--- config.mk ---
export PLATFORM = sky130hd
export DESIGN_NAME = rgbxy_div_cell
export DESIGN_NICKNAME = d
export VERILOG_FILES = /design/src/sv/rgbxy_pkg.sv /design/src/sv/rgbxy_div_cell.sv
export SDC_FILE = /design/constraint.sdc
export NUM_CORES = 1
export LEC_CHECK = 0
export ABC_AREA = 1
export BUFFER_PORTS_ARGS = -buffer_cell sky130_fd_sc_hd__buf_2
export CAP_MARGIN = 20
export CORE_AREA = 2 2 189 191
export DETAILED_ROUTE_END_ITERATION = 12
export DIE_AREA = 0 0 191 193
export GPL_TIMING_DRIVEN = 1
export PLACE_DENSITY = 0.72
export SLEW_MARGIN = 20
export SYNTH_ARGS = -nofsm -noshare
export SYNTH_HDL_FRONTEND = slang
export SYNTH_SLANG_ARGS = --single-unit
--- constraint.sdc ---
create_clock -name clk -period 4.3 [get_ports clk]
set_input_delay 0.43 -clock clk [delete_from_list [all_inputs] [get_ports clk]]
set_output_delay 0.43 -clock clk [all_outputs]
set_load 0.02 [all_outputs]
--- src/sv/rgbxy_pkg.sv ---
`default_nettype none
package rgbxy_pkg;

  typedef struct packed {
    logic valid;
    logic on;
    logic zero;
  } ctl_t;

  localparam int QW = 16;
  localparam logic [QW-1:0] D65_X = 16'd21148;
  localparam logic [QW-1:0] D65_Y = 16'd21561;

  localparam logic [19:0] M_XR = 20'd664511;
  localparam logic [19:0] M_XG = 20'd154324;
  localparam logic [19:0] M_XB = 20'd162028;
  localparam logic [19:0] M_YR = 20'd283881;
  localparam logic [19:0] M_YG = 20'd668433;
  localparam logic [19:0] M_YB = 20'd47685;
  localparam logic [19:0] M_ZR = 20'd88;
  localparam logic [19:0] M_ZG = 20'd72310;
  localparam logic [19:0] M_ZB = 20'd986039;

  // Linearised sRGB code, truncated to f fraction bits, found by exact integer search.
  function automatic logic [24:0] lin_entry(input int c, input int f);
    logic [399:0] rhs;
    logic [399:0] lhs;
    logic [399:0] q12;
    logic [24:0]  lo;
    logic [24:0]  hi;
    logic [24:0]  mid;
    logic [63:0]  t;
    if (c <= 10) begin
      t = (64'(c) * 64'd100) << f;
      return 25'(t / 64'd329460);
    end
    rhs = 400'd1;
    for (int k = 0; k < 12; k++) rhs = rhs * 400'(1000 * c + 14025);
    rhs = rhs << (5 * f);
    q12 = 400'd1;
    for (int k = 0; k < 12; k++) q12 = q12 * 400'd269025;
    lo = 25'd0;
    hi = 25'd1 << f;
    while (lo < hi) begin
      mid = lo + ((hi - lo + 25'd1) >> 1);
      lhs = 400'd1;
      for (int k = 0; k < 5; k++) lhs = lhs * 400'(mid);
      lhs = lhs * q12;
      if (lhs <= rhs) lo = mid;
      else hi = mid - 25'd1;
    end
    return lo;
  endfunction

endpackage
`default_nettype wire

--- src/sv/rgbxy_div_cell.sv ---
`default_nettype none
module rgbxy_div_cell import rgbxy_pkg::*; #(
  parameter int FB = 16,
  parameter int SH = 15
) (
  input  wire logic               clk,
  input  wire logic               rst_n,
  input  wire ctl_t               ctl_i,
  input  wire logic [FB+21:0]     d_i,
  input  wire logic [FB+37:0]     nx_i,
  input  wire logic [FB+37:0]     ny_i,
  input  wire logic [FB+27:0]     nb_i,
  input  wire logic [QW-1:0]      qx_i,
  input  wire logic [QW-1:0]      qy_i,
  input  wire logic [QW-1:0]      qb_i,
  output ctl_t                    ctl_o,
  output logic [FB+21:0]          d_o,
  output logic [FB+37:0]          nx_o,
  output logic [FB+37:0]          ny_o,
  output logic [FB+27:0]          nb_o,
  output logic [QW-1:0]           qx_o,
  output logic [QW-1:0]           qy_o,
  output logic [QW-1:0]           qb_o
);
  localparam int NW = FB + 38;
  localparam int BW = FB + 28;
  localparam int EW = BW + QW;
  localparam logic [EW-1:0] BDS = (EW'(1000000) << FB) << SH;

  ctl_t ctl_r;
  logic [FB+21:0] d_r;
  logic [NW-1:0] nx_r, nx_nxt, ny_r, ny_nxt, dsh;
  logic [BW-1:0] nb_r, nb_nxt;
  logic [QW-1:0] qx_r, qx_nxt, qy_r, qy_nxt, qb_r, qb_nxt;
  logic [EW-1:0] nb_ext;

  always_comb begin
    dsh    = NW'(d_i) << SH;
    nb_ext = EW'(nb_i);
    nx_nxt = nx_i;
    ny_nxt = ny_i;
    nb_nxt = nb_i;
    qx_nxt = qx_i;
    qy_nxt = qy_i;
    qb_nxt = qb_i;
    if (nx_i >= dsh) begin
      nx_nxt     = nx_i - dsh;
      qx_nxt[SH] = 1'b1;
    end
    if (ny_i >= dsh) begin
      ny_nxt     = ny_i - dsh;
      qy_nxt[SH] = 1'b1;
    end
    if (nb_ext >= BDS) begin
      nb_nxt     = BW'(nb_ext - BDS);
      qb_nxt[SH] = 1'b1;
    end
  end

  always_ff @(posedge clk) begin
    if (!rst_n) begin
      ctl_r <= '0;
    end else begin
      ctl_r <= ctl_i;
    end
    d_r  <= d_i;
    nx_r <= nx_nxt;
    ny_r <= ny_nxt;
    nb_r <= nb_nxt;
    qx_r <= qx_nxt;
    qy_r <= qy_nxt;
    qb_r <= qb_nxt;
  end

  assign ctl_o = ctl_r;
  assign d_o   = d_r;
  assign nx_o  = nx_r;
  assign ny_o  = ny_r;
  assign nb_o  = nb_r;
  assign qx_o  = qx_r;
  assign qy_o  = qy_r;
  assign qb_o  = qb_r;
endmodule
`default_nettype wire

**Yosys cells after proc, flatten, opt, wreduce, memory -nomap -nowiden**

Cells that the tools add are included.

- Register bits: 241
- Bits of input ports: 243
- Output and inout port bits: 241
- Logic and storage cells: 18

- Add/sub/neg operators: 2
- Order comparisons: 2
- Mux-type cells: 2

Operators with widths:

| kind | number |
|---|---|
| 54-bit by 53-bit greater-or-equal comparator with 1-bit output | 2 |
| 54-bit two-way mux | 2 |
| 54-bit by 53-bit subtractor with 54-bit output | 2 |

**Logic depth before layout (Yosys ltp)**

- Depth after elaboration: 2
- Gate-level depth with buffers: 17
- Depth with buffers taken out: 15

**Worst setup path after synthesis**

No wires, ideal clock.

- Path type: input to register
- Start: input port d_i[2]
- End: register qy_r[15] (netlist: qy_o[15])
- Library setup time: 0.123 ns
- Arrival: 1.949 ns
- Required time: 4.177 ns
- Path slack: 2.227 ns
- Stages on the path: 14
- Path buffers: 1
- Cell sequence: inv_1 -> ha_1 -> nand2_1 -> nand2_1 -> inv_2 -> nand2_1 -> nand2_1 -> nand2_1 -> nand2_1 -> nand3_1 -> nand3_1 -> nand2_2 -> buf_2 -> or2_2

- Word-level cells in the longest chain between the ends: 1

Ends and longest elaborated chain:

| item | line | text |
|---|---|---|
| start: declaration | rgbxy_div_cell.sv:9 | `input wire logic [FB+21:0] d_i,` |
| 54-bit by 53-bit greater-or-equal comparator with 1-bit output | rgbxy_div_cell.sv:50 | `if (ny_i >= dsh) begin` |
| end signal: assignment | rgbxy_div_cell.sv:71 | `qy_r <= qy_nxt;` |
| end: declaration | rgbxy_div_cell.sv:34 | `logic [QW-1:0] qx_r, qx_nxt, qy_r, qy_nxt, qb_r, qb_nxt;` |

No other way between the ends.
A chain may end at the register's enable or synchronous reset.

**Worst setup path in the final report**

- Start: input port d_i[27]
- End: register ny_r[33] (netlist: ny_o[33])

- Word-level cells in the longest chain between the ends: 2

Ends and longest elaborated chain:

| item | line | text |
|---|---|---|
| 54-bit by 53-bit greater-or-equal comparator with 1-bit output | rgbxy_div_cell.sv:50 |  |
| 54-bit two-way mux | rgbxy_div_cell.sv:50 |  |
| net ny_nxt[33] | rgbxy_div_cell.sv:32 | `logic [NW-1:0] nx_r, nx_nxt, ny_r, ny_nxt, dsh;` |
| end signal: assignment | rgbxy_div_cell.sv:68 | `ny_r <= ny_nxt;` |
| end: declaration | rgbxy_div_cell.sv:32 |  |

The timed path passes the listed nets, and every way through them passes these cells.

==> run_results.csv <==
group,metric,value,unit
run_status,status,"completed",
worst_setup_path,required,4.80,ns
power,peakVddDrop,0.313,mV
grt,grt_max_degree,41,
yosys,synthTopCellsByArea,"dfxtp_1 40%, nand2_1 23%, inv_1 8.9%",
yosys,synth_cells,1822,
grt,grt_pass1_vias,13700,
grt,antenna_found_initial,4,
timing,final_hold_viol_count,0,
cells_and_area,drive_above_1_share,22.4,%
yosys,async_flop_share,0,%
yosys,yosys_warnings,0,
timing,rsz0062_at_grt,"no",
floorplan,initial_core_util,34.6,%
timing,clock.fmax,0.345,GHz
cts,cts_root_buf,"clkbuf_16",
power,p_int,4.53,mW
cells_and_area,final_nets,2798,
yosys,yosysTopAreaCell,"dfxtp_1",
power,p_leak,9.86,nW
timing,slew_headroom,53.8,%
cts,cts.sinks,241,
timing,setup_ws,1.40,ns
cts,cts_resized,0,
hold_path,hold_class,"primary input to flop",
floorplan,fp-row-count,69,
yosys,synth_area,12100,um2
worst_setup_path,cp_top_family,"simple AND/OR/NAND/NOR gates",
floorplan,io_pins,484,
yosys,syn_avg_cell_area,6.63,um2
yosys,synth_common_cells,"755 x nand2_1, 286 x inv_1, 241 x dfxtp_1",
worst_setup_path,cp_cell_sequence,"dlygate4sd3_1, buf_2, inv_1, ha_1, nand2_1, nor2_1, nand2_1, nor2_1, nand2_1, nor2_1, nor2_1, nand2_2, buf_4, nand3_1, nand2_1",
yosys,synth_nets,2143,
worst_setup_path,critPathBufInv,4,
timing,slew_viol_final,0,
worst_setup_path,slowest_delay,0.54,ns
yosys,synth_most_common_cell,"nand2_1",
worst_setup_path,cp.arrival,3.40,ns
cells_and_area,area_growth,44.6,%
power,swShare,33.1,%
yosys,ys_seq_area_share,39.9,%
detailed_routing,drt_iter0_markers,630,
grt,grt_pass1_wl,71.8,mm
detailed_routing,drcViolationCount,0,
worst_setup_path,path_max_fanout,40,
power,p_sw,2.25,mW
grt,track_usage,25.5,%
cells_and_area,utilization,50.0,%
cts,cts_hold_buffers,155,
power,powerDensity,388,nW/um2
placement,hpwl,39.6,mm
power,total_power,6.78,mW
detailed_routing,vias,13600,
yosys,synth_edf_count,0,
cts,path_clk_slew,0.06,ns
power,power.share.combinational,27.5,%
floorplan,fp.dieW,191,um
floorplan,core,35000,um2
cts,cts_made_buffers,27,
power,seqPwrFrac,37.3,%
placement,preCtsSetupSlack,1.42,ns
worst_setup_path,end_kind,"flop",
timing,timing.final.crit_share,67.5,%
placement,io_buffers,483,
detailed_routing,routed_wl,49.6,mm
detailed_routing,avgViaCountPerCell,4.59,
placement,dp.cells,2754,
worst_setup_path,cp_slowest_cell,"dlygate4sd3_1",
worst_setup_path,setup.worst_path.class,"primary input to flop",
detailed_routing,first_pass_iters,6,
cells_and_area,final_cells,2960,
grt,grt_overflow,0,
detailed_routing,ant_nets,0,
cts,cts_tree,"built",
worst_setup_path,cp-start-kind,"primary input",
yosys,ys_types,28,
yosys,ys.flop_type,"dfxtp_1",
cts,post_cts_buffers,0,
floorplan,dieArea,36900,um2
cts,clockBufferDepth,3,
detailed_routing,wire_per_inst,16.7,um
placement,gp_congestion,1.00,
yosys,synth.top_cell.area_share,39.9,%
timing,period_minus_slack,2.90,ns
cells_and_area,nFillCells,3448,
power,clkPwrFrac,35.2,%
yosys,synth-seq-cells,241,
timing,final.setup.tns,0,ns
floorplan,die_y,193,um
timing,tightestPinTransition,0.692,ns
timing,setup_viol,0,
job,drv_cap,0,
cts,cts_max_level,1,
==> metrics by stage <==
step | hold slack, ns | instance area (um2)
floorplan | 0.458 | 12100
global placement | 0.533 | 15000
detailed placement | 0.534 | 15000
CTS | 0.0150 | 17500
global route | 0.0159 | 17500
finish | 0.0422 | 17500
==> kinds of logic after synthesis <==
kind of cell | Yosys count | synth area share, %
xor+xnor | 38 | 2.75
simple gates | 1069 | 35.3
buf+inv | 316 | 10.3
flops | 241 | 39.9
compound gates | 80 | 3.54
fa+ha+maj | 78 | 8.20
==> metal layers <==
metal	track usage [%]	vias up	wire (um)
met5	0	-	13
met4	13.2	2	2400
met3	3.73	120	3190
met2	47.9	526	24700
met1	27.9	6116	19200
li1	-	6826	-
==> path summary, 6_finish.rpt <==
path | start | endpoint | slack [ns] | cells after the start
setup / recovery | d_i[27] | ny_o[33] | 1.40 | 15
hold / removal | d_i[23] | d_o[23] | 0.04 | 1
==> cells in the final DEF, fill, tap and decap left out <==
| cell | n |
|---|---|
| a21oi_1 | 50 |
| a21oi_2 | 2 |
| and2_1 | 2 |
| buf_2 | 483 |
| buf_4 | 4 |
| bufinv_16 | 3 |
| clkbuf_1 | 2 |
| clkbuf_16 | 27 |
| clkbuf_8 | 4 |
| clkinv_2 | 4 |
| clkinvlp_4 | 2 |
| dfxtp_1 | 241 |
| diode_2 | 3 |
| dlygate4sd3_1 | 155 |
| fa_1 | 2 |
| ha_1 | 76 |
| inv_1 | 286 |
| inv_2 | 14 |
| inv_6 | 5 |
| inv_8 | 1 |
| nand2_1 | 755 |
| nand2_2 | 2 |
| nand3_1 | 78 |
| nand3b_1 | 18 |
| nand4_1 | 14 |
| nor2_1 | 176 |
| nor2_2 | 6 |
| nor3_1 | 14 |
| o211ai_1 | 2 |
| o21ai_0 | 18 |
| o21ai_1 | 2 |
| o21bai_1 | 6 |
| or2_1 | 1 |
| or2_2 | 1 |
| or3_1 | 2 |
| xnor2_1 | 2 |
| xor2_1 | 36 |
==> flip-flops by register name, indices dropped and copies added, names as in the netlist <==
name,flops
nx_o,54
ny_o,54
nb_o,44
d_o,38
qb_o,16
qx_o,16
qy_o,16
ctl_o,3
==> power groups by stage <==
| stage | clock network [mW] | logic [mW] | registers [mW] |
|---|---|---|---|
| final | 2.39 | 1.86 | 2.53 |
| after detailed placement | 0 | 1.73 | 2.58 |
| after CTS | 2.44 | 1.85 | 2.53 |
| after floorplan | 0 | 0.784 | 2.86 |
| after global placement | 0 | 1.72 | 2.58 |
| after global routing | 2.52 | 2.04 | 2.55 |
==> layout make-up <==
| cell class | count | area [um2] | area share (%) |
|---|---|---|---|
| multi-input combinational | 1265 | 6020 | 34.4 |
| sequential | 241 | 4820 | 27.6 |
| timing repair buffer | 642 | 4000 | 22.9 |
| inverter | 300 | 1130 | 6.45 |
| clock buffer | 33 | 738 | 4.23 |
| tap | 461 | 577 | 3.30 |
| clock inverter | 15 | 180 | 1.03 |
| antenna | 3 | 7.51 | 0.0430 |
No activity file was read; power rests on OpenSTA's default activity.
